`src/cdbm_pkg.sv`:
```
// Shared constants, types and helpers for the color dominance blob moments block.
`timescale 1ns / 1ps

package cdbm_pkg;

    localparam int MAX_WIDTH  = 2048;
    localparam int MAX_HEIGHT = 2048;

    localparam int PIX_W   = 8;
    localparam int THR_W   = 9;
    localparam int DIM_W   = 12;
    localparam int COL_W   = $clog2(MAX_WIDTH);
    localparam int ROW_W   = $clog2(MAX_HEIGHT);
    localparam int CNT_W   = 23;
    localparam int SUM_W   = 33;
    localparam int NCOLOR  = 3;
    localparam int CFGI_W  = 2;

    localparam logic [DIM_W-1:0] WIDTH_MAX  = DIM_W'(MAX_WIDTH);
    localparam logic [DIM_W-1:0] HEIGHT_MAX = DIM_W'(MAX_HEIGHT);

    localparam logic signed [THR_W-1:0] THRESHOLD_RST = THR_W'(60);
    localparam logic [DIM_W-1:0]        WIDTH_RST     = DIM_W'(640);
    localparam logic [DIM_W-1:0]        HEIGHT_RST    = DIM_W'(480);

    typedef enum logic [CFGI_W-1:0] {
        CFG_THRESHOLD = 2'd0,
        CFG_WIDTH     = 2'd1,
        CFG_HEIGHT    = 2'd2,
        CFG_UNUSED    = 2'd3
    } t_cfg_index;

    typedef enum logic [1:0] {
        KIND_MASK  = 2'd0,
        KIND_BLUE  = 2'd1,
        KIND_GREEN = 2'd2,
        KIND_RED   = 2'd3
    } t_kind;

    typedef struct packed {
        logic [CNT_W-1:0] cnt;
        logic [SUM_W-1:0] sx;
        logic [SUM_W-1:0] sy;
    } t_totals;

    // Channel minus floor of the mean of the other two, compared to the margin.
    function automatic logic dominates(
        input logic [PIX_W-1:0]        self_v,
        input logic [PIX_W-1:0]        a_v,
        input logic [PIX_W-1:0]        b_v,
        input logic signed [THR_W-1:0] thr
    );
        logic [PIX_W:0]          pair_sum;
        logic signed [PIX_W+1:0] diff;
        pair_sum = {1'b0, a_v} + {1'b0, b_v};
        diff     = $signed({2'b00, self_v}) - $signed({2'b00, pair_sum[PIX_W:1]});
        return diff > (PIX_W+2)'(thr);
    endfunction

    // Clamp a frame dimension to 1..limit.
    function automatic logic [DIM_W-1:0] clamp_dim(
        input logic [DIM_W-1:0] v,
        input logic [DIM_W-1:0] limit
    );
        if (v == '0) begin
            return DIM_W'(1);
        end else if (v > limit) begin
            return limit;
        end else begin
            return v;
        end
    endfunction

endpackage

```
`src/color_dominance_blob_moments.sv`:
```
// Color dominance segmentation with per-color pixel counts and coordinate sums.
//
//  channel   valid          ready          payload
//  pixel in  i_valid        o_ready        i_pixel_blue, i_pixel_green, i_pixel_red
//  result    o_valid        i_ready        o_record_kind .. o_last_of_run
//  config    i_cfg_valid    o_cfg_ready    i_cfg_index, i_cfg_data
//
// One pixel per clock when not stalled: input register, mask and accumulate
// logic, result register. A pixel's mask record moves from the input register
// to the result register once that is free. The last pixel of a frame adds
// three totals records; the input register holds while they are emitted.
// A low i_ready holds the result register and backs up into o_ready.
// Reset (synchronous, i_rst_n low) clears counters, accumulators and valids and
// restores the register defaults.
`timescale 1ns / 1ps

module color_dominance_blob_moments
    import cdbm_pkg::*;
(
    input  logic                    i_clk,
    input  logic                    i_rst_n,
    input  logic                    i_valid,
    output logic                    o_ready,
    input  logic [PIX_W-1:0]        i_pixel_blue,
    input  logic [PIX_W-1:0]        i_pixel_green,
    input  logic [PIX_W-1:0]        i_pixel_red,
    output logic                    o_valid,
    input  logic                    i_ready,
    output logic [1:0]              o_record_kind,
    output logic                    o_blue_on,
    output logic                    o_green_on,
    output logic                    o_red_on,
    output logic [CNT_W-1:0]        o_pixel_count,
    output logic [SUM_W-1:0]        o_sum_x,
    output logic [SUM_W-1:0]        o_sum_y,
    output logic                    o_last_of_run,
    input  logic                    i_cfg_valid,
    output logic                    o_cfg_ready,
    input  logic [CFGI_W-1:0]       i_cfg_index,
    input  logic [DIM_W-1:0]        i_cfg_data
);

    // configuration
    logic signed [THR_W-1:0] r_threshold;
    logic [DIM_W-1:0]        r_width;
    logic [DIM_W-1:0]        r_height;

    // input register
    logic                    r_s1_valid;
    logic [PIX_W-1:0]        r_blue;
    logic [PIX_W-1:0]        r_green;
    logic [PIX_W-1:0]        r_red;

    // position and accumulators
    logic [COL_W-1:0]        r_col;
    logic [ROW_W-1:0]        r_row;
    t_totals                 r_acc  [NCOLOR];
    t_totals                 n_acc  [NCOLOR];
    t_totals                 r_snap [NCOLOR];
    logic [1:0]              r_tot_left;

    // result register
    logic                    r_out_valid;
    t_kind                   r_kind;
    logic                    r_bon;
    logic                    r_gon;
    logic                    r_ron;
    t_totals                 r_out;
    logic                    r_last;

    logic                    bon;
    logic                    gon;
    logic                    ron;
    logic [NCOLOR-1:0]       sel;
    logic [DIM_W-1:0]        w_eff;
    logic [DIM_W-1:0]        h_eff;
    logic                    row_end;
    logic                    frame_end;
    logic                    out_free;
    logic                    tot_emit;
    logic                    s1_adv;
    t_kind                   tot_kind;

    assign o_cfg_ready = 1'b1;

    assign bon = dominates(r_blue, r_red, r_green, r_threshold);
    assign gon = dominates(r_green, r_red, r_blue, r_threshold);
    assign ron = dominates(r_red, r_green, r_blue, r_threshold);
    assign sel = {ron & ~gon & ~bon, gon & ~bon, bon};

    assign w_eff     = clamp_dim(r_width, WIDTH_MAX);
    assign h_eff     = clamp_dim(r_height, HEIGHT_MAX);
    assign row_end   = DIM_W'(r_col) >= (w_eff - DIM_W'(1));
    assign frame_end = row_end && (DIM_W'(r_row) >= (h_eff - DIM_W'(1)));

    assign out_free = !r_out_valid || i_ready;
    assign tot_emit = out_free && (r_tot_left != 2'd0);
    assign s1_adv   = out_free && (r_tot_left == 2'd0) && r_s1_valid;
    assign o_ready  = !r_s1_valid || s1_adv;

    always_comb begin
        unique case (r_tot_left)
            2'd3:    tot_kind = KIND_BLUE;
            2'd2:    tot_kind = KIND_GREEN;
            2'd1:    tot_kind = KIND_RED;
            default: tot_kind = KIND_MASK;
        endcase
    end

    always_comb begin
        for (int i = 0; i < NCOLOR; i++) begin
            n_acc[i] = r_acc[i];
            if (sel[i]) begin
                n_acc[i].cnt = r_acc[i].cnt + CNT_W'(1);
                n_acc[i].sx  = r_acc[i].sx + SUM_W'(r_col);
                n_acc[i].sy  = r_acc[i].sy + SUM_W'(r_row);
            end
        end
    end

    always_ff @(posedge i_clk) begin
        if (!i_rst_n) begin
            r_threshold <= THRESHOLD_RST;
            r_width     <= WIDTH_RST;
            r_height    <= HEIGHT_RST;
        end else if (i_cfg_valid) begin
            unique case (t_cfg_index'(i_cfg_index))
                CFG_THRESHOLD: r_threshold <= i_cfg_data[THR_W-1:0];
                CFG_WIDTH:     r_width     <= i_cfg_data;
                CFG_HEIGHT:    r_height    <= i_cfg_data;
                CFG_UNUSED:    ;
            endcase
        end
    end

    // input register
    always_ff @(posedge i_clk) begin
        if (!i_rst_n) begin
            r_s1_valid <= 1'b0;
        end else if (o_ready) begin
            r_s1_valid <= i_valid;
        end
        if (o_ready && i_valid) begin
            r_blue  <= i_pixel_blue;
            r_green <= i_pixel_green;
            r_red   <= i_pixel_red;
        end
    end

    // position, accumulators and frame-end snapshot
    always_ff @(posedge i_clk) begin
        if (!i_rst_n) begin
            r_col      <= '0;
            r_row      <= '0;
            r_tot_left <= 2'd0;
            for (int i = 0; i < NCOLOR; i++) begin
                r_acc[i] <= '0;
            end
        end else if (s1_adv) begin
            if (row_end) begin
                r_col <= '0;
                r_row <= frame_end ? '0 : r_row + ROW_W'(1);
            end else begin
                r_col <= r_col + COL_W'(1);
            end
            for (int i = 0; i < NCOLOR; i++) begin
                r_acc[i] <= frame_end ? '0 : n_acc[i];
            end
            if (frame_end) begin
                r_tot_left <= 2'd3;
            end
        end else if (tot_emit) begin
            r_tot_left <= r_tot_left - 2'd1;
        end
        if (s1_adv && frame_end) begin
            for (int i = 0; i < NCOLOR; i++) begin
                r_snap[i] <= n_acc[i];
            end
        end else if (tot_emit) begin
            // advance the totals queue
            r_snap[0] <= r_snap[1];
            r_snap[1] <= r_snap[2];
        end
    end

    // result register
    always_ff @(posedge i_clk) begin
        if (!i_rst_n) begin
            r_out_valid <= 1'b0;
        end else if (out_free) begin
            r_out_valid <= tot_emit || s1_adv;
        end
        if (tot_emit) begin
            r_kind <= tot_kind;
            r_bon  <= 1'b0;
            r_gon  <= 1'b0;
            r_ron  <= 1'b0;
            r_out  <= r_snap[0];
            r_last <= (r_tot_left == 2'd1);
        end else if (s1_adv) begin
            r_kind <= KIND_MASK;
            r_bon  <= bon;
            r_gon  <= gon;
            r_ron  <= ron;
            r_out  <= '0;
            r_last <= !frame_end;
        end
    end

    assign o_valid       = r_out_valid;
    assign o_record_kind = r_kind;
    assign o_blue_on     = r_bon;
    assign o_green_on    = r_gon;
    assign o_red_on      = r_ron;
    assign o_pixel_count = r_out.cnt;
    assign o_sum_x       = r_out.sx;
    assign o_sum_y       = r_out.sy;
    assign o_last_of_run = r_last;

    a_mask_then_blue: assert property (@(posedge i_clk) disable iff (!i_rst_n)
        o_valid && i_ready && (o_record_kind == KIND_MASK) && !o_last_of_run
        |=> o_valid && (o_record_kind == KIND_BLUE))
        else $error("frame-end mask record not followed by blue totals");

    a_blue_then_green: assert property (@(posedge i_clk) disable iff (!i_rst_n)
        o_valid && i_ready && (o_record_kind == KIND_BLUE)
        |=> o_valid && (o_record_kind == KIND_GREEN))
        else $error("blue totals not followed by green totals");

    a_totals_no_mask: assert property (@(posedge i_clk) disable iff (!i_rst_n)
        o_valid && (o_record_kind != KIND_MASK)
        |-> !o_blue_on && !o_green_on && !o_red_on)
        else $error("totals record carries mask bits");

    a_hold_during_totals: assert property (@(posedge i_clk) disable iff (!i_rst_n)
        (r_tot_left != 2'd0) |-> !s1_adv)
        else $error("pixel advanced while totals pending");

endmodule
```
`config.mk`:
```
export PLATFORM = sky130hd
export DESIGN_NAME = color_dominance_blob_moments
export DESIGN_NICKNAME = d
export VERILOG_FILES = /design/src/cdbm_pkg.sv /design/src/color_dominance_blob_moments.sv
export SDC_FILE = /design/constraint.sdc
export NUM_CORES = 1
export LEC_CHECK = 0
export BUFFER_PORTS_ARGS = -buffer_cell sky130_fd_sc_hd__buf_4
export CORE_MARGIN = 3
export CORE_UTILIZATION = 68
export DETAILED_ROUTE_END_ITERATION = 6
export GPL_TIMING_DRIVEN = 0
export PLACE_DENSITY = 0.86
export SLEW_MARGIN = 20
export SYNTH_ARGS = -nofsm -noshare
export SYNTH_HDL_FRONTEND = slang
export SYNTH_SLANG_ARGS = --single-unit
```
`constraint.sdc`:
```
create_clock -name i_clk -period 32.7 [get_ports i_clk]
set_clock_uncertainty 0.15 [all_clocks]
set_input_delay 6.54 -clock i_clk [delete_from_list [all_inputs] [get_ports i_clk]]
set_output_delay 6.54 -clock i_clk [all_outputs]
set_load 0.02 [all_outputs]
```
**Yosys cells after proc, flatten, opt, wreduce, memory -nomap -nowiden**

Memory sizes are Yosys's and may differ from the RTL's.
Index checks and enable logic that the tools add are counted.

- Output and inout port bits: 98
- Flip-flop bits (word level): 178
- Input bits: 43
- Logic and storage cells: 123
- Memories kept: 2
- Bits in writable memories: 534

- Reductions and logical operators: 23
- Order comparisons: 7
- Add/subtract/negate cells: 20
- Bitwise operators: 10
- Mux-type cells: 36
- Equality and inequality tests: 6

Memory list:

| memory | words | width | read ports | clocked after memory_dff | write ports | RTL line | RTL |
|---|---|---|---|---|---|---|---|
| r_acc | 3 | 89 | 3 | 0 | 3 | color_dominance_blob_moments.sv:57 | `t_totals r_acc [NCOLOR];` |
| r_snap | 3 | 89 | 3 | 0 | 3 | color_dominance_blob_moments.sv:59 | `t_totals r_snap [NCOLOR];` |

Operators by type and width:

| kind | number |
|---|---|
| 89-bit 2-to-1 mux | 13 |
| 33-bit by 11-bit adder with 33-bit output | 6 |
| 23-bit by 1-bit adder with 23-bit output, second input constant | 3 |
| 12-bit 2-to-1 mux | 4 |
| 8-bit by 8-bit adder with 9-bit output | 3 |
| 9-bit greater-than comparator | 3 |
| 8-bit by 8-bit subtractor with 9-bit output | 3 |
| 11-bit by 12-bit greater-or-equal comparator with 1-bit output | 2 |
| 12-bit greater-than comparator, second input constant | 2 |
| 12-bit logical NOT | 2 |
| 12-bit by 1-bit subtractor with 12-bit output, second input constant | 2 |
| 11-bit by 1-bit adder with 11-bit output, second input constant | 2 |
| 11-bit 2-to-1 mux | 2 |
| 1-bit 2-to-1 mux | 11 |
| 2-bit 2-to-1 mux | 5 |
| 2-bit AND reduction | 5 |
| 2-bit equality test, second input constant | 3 |
| 1-bit logical AND | 6 |
| 2-bit case mux with 3 select lines | 1 |
| 1-bit bitwise OR | 5 |
| 2-bit by 1-bit equality test with 1-bit output, second input constant | 2 |
| 2-bit logical NOT | 2 |
| 2-bit nonzero test | 2 |
| 1-bit AND | 3 |
| other kinds (5) | 10 |

**Depth between registers and ports, before layout**

Gate-level depths: netlist (run 1).

- Depth after elaboration: 10
- Depth in mapped cells: 24
- Depth with buffers taken out: 21

**Worst setup path before layout (run 1)**

No wires, ideal clock.

- Path type: in2reg
- From: in i_ready
- To: reg r_tot_left[1]
- Required time: 31.931 ns
- Buffers on the path: 0
- Arrival: 19.908 ns
- Library setup time: 0.619 ns
- Stages on the path: 4
- Path slack: 12.023 ns
- Path through: nand2b_1 -> nand3_1 -> o21ai_0 -> mux2i_1

- Word-level cells in the longest chain between the ends: 5
- Elaborated cells between the ends (all ways): 8
- Those cells by class: eq/ne (1); mux (1); reduce/logical (6)

RTL lines:

| what | RTL line | RTL |
|---|---|---|
| from (decl) | color_dominance_blob_moments.sv:28 | `input logic i_ready,` |
| 1-bit logical OR * | color_dominance_blob_moments.sv:96 | `assign out_free = !r_out_valid \|\| i_ready;` |
| 1-bit logical AND (2 in series) | color_dominance_blob_moments.sv:98 | `assign s1_adv = out_free && (r_tot_left == 2'd0) && r_s1_valid;` |
| 2-bit inequality test (no line) or 2-bit nonzero test (tied branches) | -- |  |
| 2-bit AND reduction (no line) | -- |  |
| to (signal assigned) | color_dominance_blob_moments.sv:173 | `r_tot_left <= r_tot_left - 2'd1;` |
| to (decl) | color_dominance_blob_moments.sv:60 | `logic [1:0] r_tot_left;` |

Every way passes the cells marked *; elsewhere a longest branch is shown, timed or not.
A chain may end at the register's enable or synchronous reset.

**Worst setup path after layout (run 1)**

- From: in i_ready
- To: out o_ready

- Word-level cells in the longest chain between the ends: 4

RTL lines:

| what | RTL line | RTL |
|---|---|---|
| 1-bit logical OR | color_dominance_blob_moments.sv:96 |  |
| 1-bit logical AND (2 in series) | color_dominance_blob_moments.sv:98 |  |
| 1-bit logical OR | color_dominance_blob_moments.sv:99 | `assign o_ready = !r_s1_valid \|\| s1_adv;` |
| to (decl) | color_dominance_blob_moments.sv:23 | `output logic o_ready,` |

Every way passes these cells.

==> out/metrics.yaml, run 1 <==
status: "complete, but fails checks"
violations: "design-rule violations"
root_buffer: "clkbuf_16"
fin_crit_sh_pct: 42.7
synth-edff-count: 650
clk_pin_slew_ps: 60
fp.coreArea_um2: 54100
io_buffers: 138
worst_setup_path_end_kind: "output port"
die_x_um: 241
nNetsFinal: 3897
post-route-cell-area_um2: 42500
cts.path.max_buffers: 3
cts_tree: "yes"
crit_fanout: 5
placed_cells: 4293
path_class: "in -> out"
rr_startpoint: "r_green[1]"
cts-htree-levels: 3
yosysWarnings: 0
synth_area_leaders: "edfxtp_1 52%, ha_1 5.7%, nor2_1 4.4%"
grt_pass1_vias: 27700
reg2reg_depth: 23
cts_buffers: 73
power_density_nw_per_um2: 89.8
io_pins: 141
yosysTopAreaCell: "edfxtp_1"
post_cts_resize_count: 0
seq_area_frac_synth_pct: 55.4
worstMarginPinSlew_ps: 1070
area_growth_pct: 13.3
synthesis.nets: 3667
cp.arrival_ps: 7280
routedWlPerCell_um: 22.8
ant_nets: 0
die-area_um2: 58000
r2r_end: "r_snap[0][1]"
overflow: 0
leakagePower_nw: 15.8
cts.sinks: 712
drive_gt1_share_pct: 8.98
crit_end: "o_ready"
r2r_setup_slack_ps: 25270
first_iter_violations: 3528
syn_inst: 3442
synth_cell_types: 78
hold_path_depth: 2
antennaDiodeCount: 0
cts_setup_buffers: 0
ir_drop_mv: 0.0859
firstDrtPassIters: 7
dp_hpwl_um: 73800
startpoint_type: "input port"
synth_seq_cells: 712
tns_ps: 0
synth_ff_type: "edfxtp_1"
maxSlewHeadroom_pct: 28.5
vias: 29100
placed_area_um2: 39900
start_util_pct: 69.2
syn_area_um2: 37500
synthTopCellsByCount: "650 x edfxtp_1, 444 x nor2_1, 306 x a21oi_1"
clock_latency_ps: 620
drc: 7
grt_max_degree: 65
synth-async-reset-ratio_pct: 0
die_y_um: 241
yosysMostFrequentCell: "edfxtp_1"
synth_top_area_share_pct: 52.1
gp_congestion: 0.962
antenna_found_initial: 3
grt_pass1_wl_um: 153000
finalWorstPathRequiredPeriod_ps: 13970
drv_cap: 0
setup_viol: 0
max_freq_ghz: 0.0716
rows: 85
rsz0062_at_grt: "false"
cp_data_required_time_ps: 26010
grt_use_total_pct: 34.5
cp-startpoint: "i_ready"
vias_per_cell: 6.57
hp-class: "reg -> reg"
totalWireLength_um: 101000
cts-hold-fix-buffers: 0
finalHoldViolCount: 0
synth_area_per_cell_um2: 10.9
instances_no_fill: 4427
finalMaxSlewViolations: 0
[cells by family (layout without fill, tap and decap cells)]
logic type	count (synthesis)	in the layout	synth area share, %
other cells	1	1	0.0100
flops	712	712	55.4
compound gates	650	650	10.6
xor+xnor	249	249	5.82
buf+inv	260	549	2.66
mux	53	53	1.49
fa+ha+maj	182	182	6.32
simple gates	1335	1335	17.7
[flip-flops by register name, summed over array words and instances (netlist names)]
signal         count
o_sum_y           33
r_s1_valid         1
r_tot_left         2
r_row             11
o_sum_x           33
o_red_on           1
r_snap           267
r_width           12
o_pixel_count     23
r_blue             8
o_green_on         1
r_red              8
o_blue_on          1
r_green            8
r_acc            267
r_col             11
o_valid            1
o_record_kind      2
o_last_of_run      1
r_threshold        9
r_height          12
[metrics by stage]
| step | hold WS (ps) | util (%) | worst slack, ps | power (mW) |
|---|---|---|---|---|
| floorplan | 293 | - | 12020 | 2.38 |
| global placement | 307 | 72.8 | 7530 | 2.90 |
| detailed placement | 312 | 73.7 | 18730 | 2.88 |
| CTS | 320 | 78.4 | 18730 | 3.78 |
| global route | 353 | 78.4 | 18680 | 3.96 |
| finish | 316 | 78.4 | 18730 | 3.81 |
[metal layers]
metal,share of wire [%],GRT usage (%),up-vias
li1,-,-,13100
met1,38,46.2,13700
met2,46,55.0,1916
met3,12,7.60,346
met4,4.7,14.7,6
met5,0.044,0,-
[cells in the final DEF, fill, tap and decap left out, drive strengths merged, types with 63 or more instances in the layout]
cell type / netlist / routed
edfxtp: 650 / 650
nor2: 444 / 444
a21oi: 307 / 307
nand2: 241 / 241
clkbuf: 149 / 232
ha: 170 / 170
buf: 13 / 168
xnor2: 153 / 153
and2: 149 / 149
inv: 97 / 100
xor2: 96 / 96
nand3: 86 / 86
nand4: 82 / 82
o21ai: 76 / 76
nor3: 63 / 63
[power by group]
part	total (mW)	switching (mW)	internal (mW)
combinational	1.43	0.993	0.437
clock	0.896	0.364	0.533
sequential	1.49	0.108	1.38
total	3.81	1.47	2.35
[final cells by class]
cell class	instances	area (um^2)
Clock buffer	83	1930
Timing Repair Buffer	155	1470
Buffer	162	631
Multi-Input combinational cell	2470	15800
Tap cell	696	871
Clock inverter	51	666
Fill cell	3293	11700
Inverter	98	368
Sequential cell	712	20800
[worst min path at each step]
stage               slack, ps              to           start
floorplan                 290  r_threshold[1]  r_threshold[1]
global route              350  r_threshold[8]  r_threshold[8]
global placement          310  r_threshold[8]  r_threshold[8]
detailed placement        310  r_threshold[8]  r_threshold[8]
finish                    320  r_threshold[8]  r_threshold[8]
CTS                       320  r_threshold[8]  r_threshold[8]
[critical path, cell delays in order]
cell and delay, ps:
buf_4 110, nand2b_1 200, nand2_1 160, nand2_1 100, buf_4 170
Note: power is estimated with default switching activity, not from simulation.
==> inputs of run 2 (changes only) <==
--- a/config.mk
+++ b/config.mk
@@ -7,10 +7,10 @@
 export LEC_CHECK = 0
 export BUFFER_PORTS_ARGS = -buffer_cell sky130_fd_sc_hd__buf_4
 export CORE_MARGIN = 3
-export CORE_UTILIZATION = 68
+export CORE_UTILIZATION = 57
 export DETAILED_ROUTE_END_ITERATION = 6
 export GPL_TIMING_DRIVEN = 0
-export PLACE_DENSITY = 0.86
+export PLACE_DENSITY = 0.77
 export SLEW_MARGIN = 20
 export SYNTH_ARGS = -nofsm -noshare
 export SYNTH_HDL_FRONTEND = slang
==> constraint.sdc (replaced) <==
create_clock -name i_clk -period 12.7 [get_ports i_clk]
set_clock_uncertainty 0.15 [all_clocks]
set_input_delay 2.54 -clock i_clk [delete_from_list [all_inputs] [get_ports i_clk]]
set_output_delay 2.54 -clock i_clk [all_outputs]
set_load 0.02 [all_outputs]
==> out/metrics.yaml, run 2 (synthesized netlist as in run 1, its figures left out) <==
cts.path.max_buffers: 3  # unchanged
clk_pin_slew_ps: 60  # about the same
drv_cap: 0  # unchanged
r2r_end: "r_snap[0][37]"
holdWs_ps: 316  # +0.588 ps
die_x_um: 262  # +9.0%
setup_viol: 0  # unchanged
crit_fanout: 10  # +5
cts.sinks: 712  # unchanged
cts_tree: "yes"
startpoint_type: "flip-flop"
grt_pass1_wl_um: 146000  # -5.0%
ir_drop_mv: 0.143  # +67%
leakagePower_nw: 15.8  # -0.29%
hp-class: "reg -> reg"
totalWireLength_um: 94600  # -6.4%
fp.coreArea_um2: 64700  # +20%
layout_common_cells: "650 x edfxtp_1, 443 x nor2_1, 305 x a21oi_1"
p_clk_share_pct: 22.8  # -0.7 points
io_buffers: 138  # unchanged
firstDrtPassIters: 6  # -1
post_cts_resize_count: 0  # unchanged
clock_latency_ps: 650  # +30 ps
p_switching_mw: 3.74  # +160%
placed_area_um2: 40100  # +0.56%
p_sw_share_pct: 38.7  # +0.26 points
cts-hold-fix-buffers: 0  # unchanged
hold_start: "r_threshold[1]"
maxSlewHeadroom_pct: 32.5  # +4.0 points
hold_path_depth: 2  # unchanged
io_pins: 141  # unchanged
dp_hpwl_um: 68600  # -7.0%
cp.arrival_ps: 7870  # +590 ps
worst_setup_path_end_kind: "flip-flop"
cts_buffers: 76  # +4.1%
finalMaxSlewViolations: 0  # unchanged
die-area_um2: 68900  # +19%
grt_pass1_vias: 26400  # -4.7%
path_class: "reg -> reg"
antenna_found_initial: 1  # -2
ant_nets: 0  # unchanged
gp_congestion: 0.956  # -0.61%
rows: 93  # +9.4%
finalWorstPathRequiredPeriod_ps: 7650
max_freq_ghz: 0.131
cts-htree-levels: 3  # unchanged
grt_max_degree: 62  # -4.6%
grt_use_total_pct: 26.8  # -7.7 points
routedWlPerCell_um: 20.6  # -9.8%
nNetsFinal: 3902  # +0.13%
antennaDiodeCount: 0  # unchanged
cp_data_required_time_ps: 12920  # -13090 ps
finalHoldViolCount: 0  # unchanged
die_y_um: 262  # +9.0%
r2r_setup_slack_ps: 5050  # -20220 ps
vias: 27900  # -4.2%
area_growth_pct: 13.6
vias_per_cell: 6.07  # -7.7%
worstMarginPinSlew_ps: 1010  # -53.3 ps
hold_end: "r_threshold[1]"
top_regs: "r_acc x267, r_snap x267"
fin_crit_sh_pct: 60.2
first_iter_violations: 3330  # -5.6%
cts_setup_buffers: 0  # unchanged
power.internal_mw: 5.92  # +150%
start_util_pct: 57.9  # -11 points
combPwrFrac_pct: 37.8  # +0.3 points
reg2reg_depth: 22  # -4.3%
final_common_cell: "edfxtp_1"
rsz0062_at_grt: "false"
pwr-share-seq_pct: 39.4  # +0.4 points
rr_startpoint: "r_green[1]"
status: "complete, no violations"
root_buffer: "clkbuf_16"
post-route-cell-area_um2: 42600  # +0.28%
overflow: 0  # unchanged
power_density_nw_per_um2: 227  # +150%
tns_ps: 0  # unchanged
drc: 0  # -7
drive_gt1_share_pct: 8.75  # -0.23 points
run 2: stage by stage:
step / cells / setup WS [ps] / utilization, % / total power, mW
floorplan: 3442 / 424 / - / 6.05
global placement: 4435 / -3180 / 61.2 / 7.44
detailed placement: 4454 / 5190 / 62.0 / 7.43
CTS: 4592 / 5150 / 65.8 / 9.64
global route: 4592 / 4810 / 65.8 / 10.1
finish: 4592 / 5050 / 65.8 / 9.66
run 2: worst max path at each step:
stage	startpoint	end	slack [ps]	cells past startpoint
after detailed placement	r_green[1]	r_snap[0][37]	5190	22
after global placement	r_width[2]	r_tot_left[1]	-3180	15
after global routing	r_red[1]	r_snap[0][37]	4810	22
after floorplan	r_width[2]	r_tot_left[1]	420	15
after CTS	r_green[1]	r_snap[0][37]	5150	22
final	r_green[1]	r_snap[0][37]	5050	22
run 2: layer usage:
metal	GRT usage, %	wire (um)	vias up
li1	-	-	13100
met1	37.2	39200	13200
met2	41.7	42700	1394
met3	4.47	8770	203
met4	11.7	3940	0
met5	0	0	-
run 2: power by group through the flow:
stage / sequential (mW) / clock [mW] / combinational (mW)
3_5_place_dp: 3.84 / 0 / 3.60
3_3_place_gp: 4.07 / 0 / 3.37
5_1_grt: 3.86 / 2.32 / 3.92
4_1_cts: 3.80 / 2.22 / 3.62
2_1_floorplan: 4.15 / 0 / 1.91
6_report: 3.80 / 2.20 / 3.65
run 2: layout make-up:
cell class / count / area (um^2)
Tap cell: 855 / 1070
Buffer: 162 / 632
Sequential cell: 712 / 20800
Multi-Input combinational cell: 2470 / 15800
Timing Repair Buffer: 157 / 1500
Clock buffer: 88 / 1950
Clock inverter: 50 / 533
Fill cell: 4867 / 22100
Inverter: 98 / 368
run 2: critical path, stage by stage, from the launching register on:
cell      delay, ps
edfxtp_1        540
ha_1            350
a31o_2          200
a21oi_1         260
o21bai_1        120
a21oi_1         240
o21bai_1         90
a21oi_1         170
xor2_1          160
ha_1            290
a21oi_1         140
o21ai_0         110
xor2_1          170
ha_1            200
or4b_1          520
a21oi_2         130
o21ai_2         250
o21ai_1         670
buf_2           480
clkbuf_1        760
buf_1           660
a21oi_1         210
a21oi_1         460
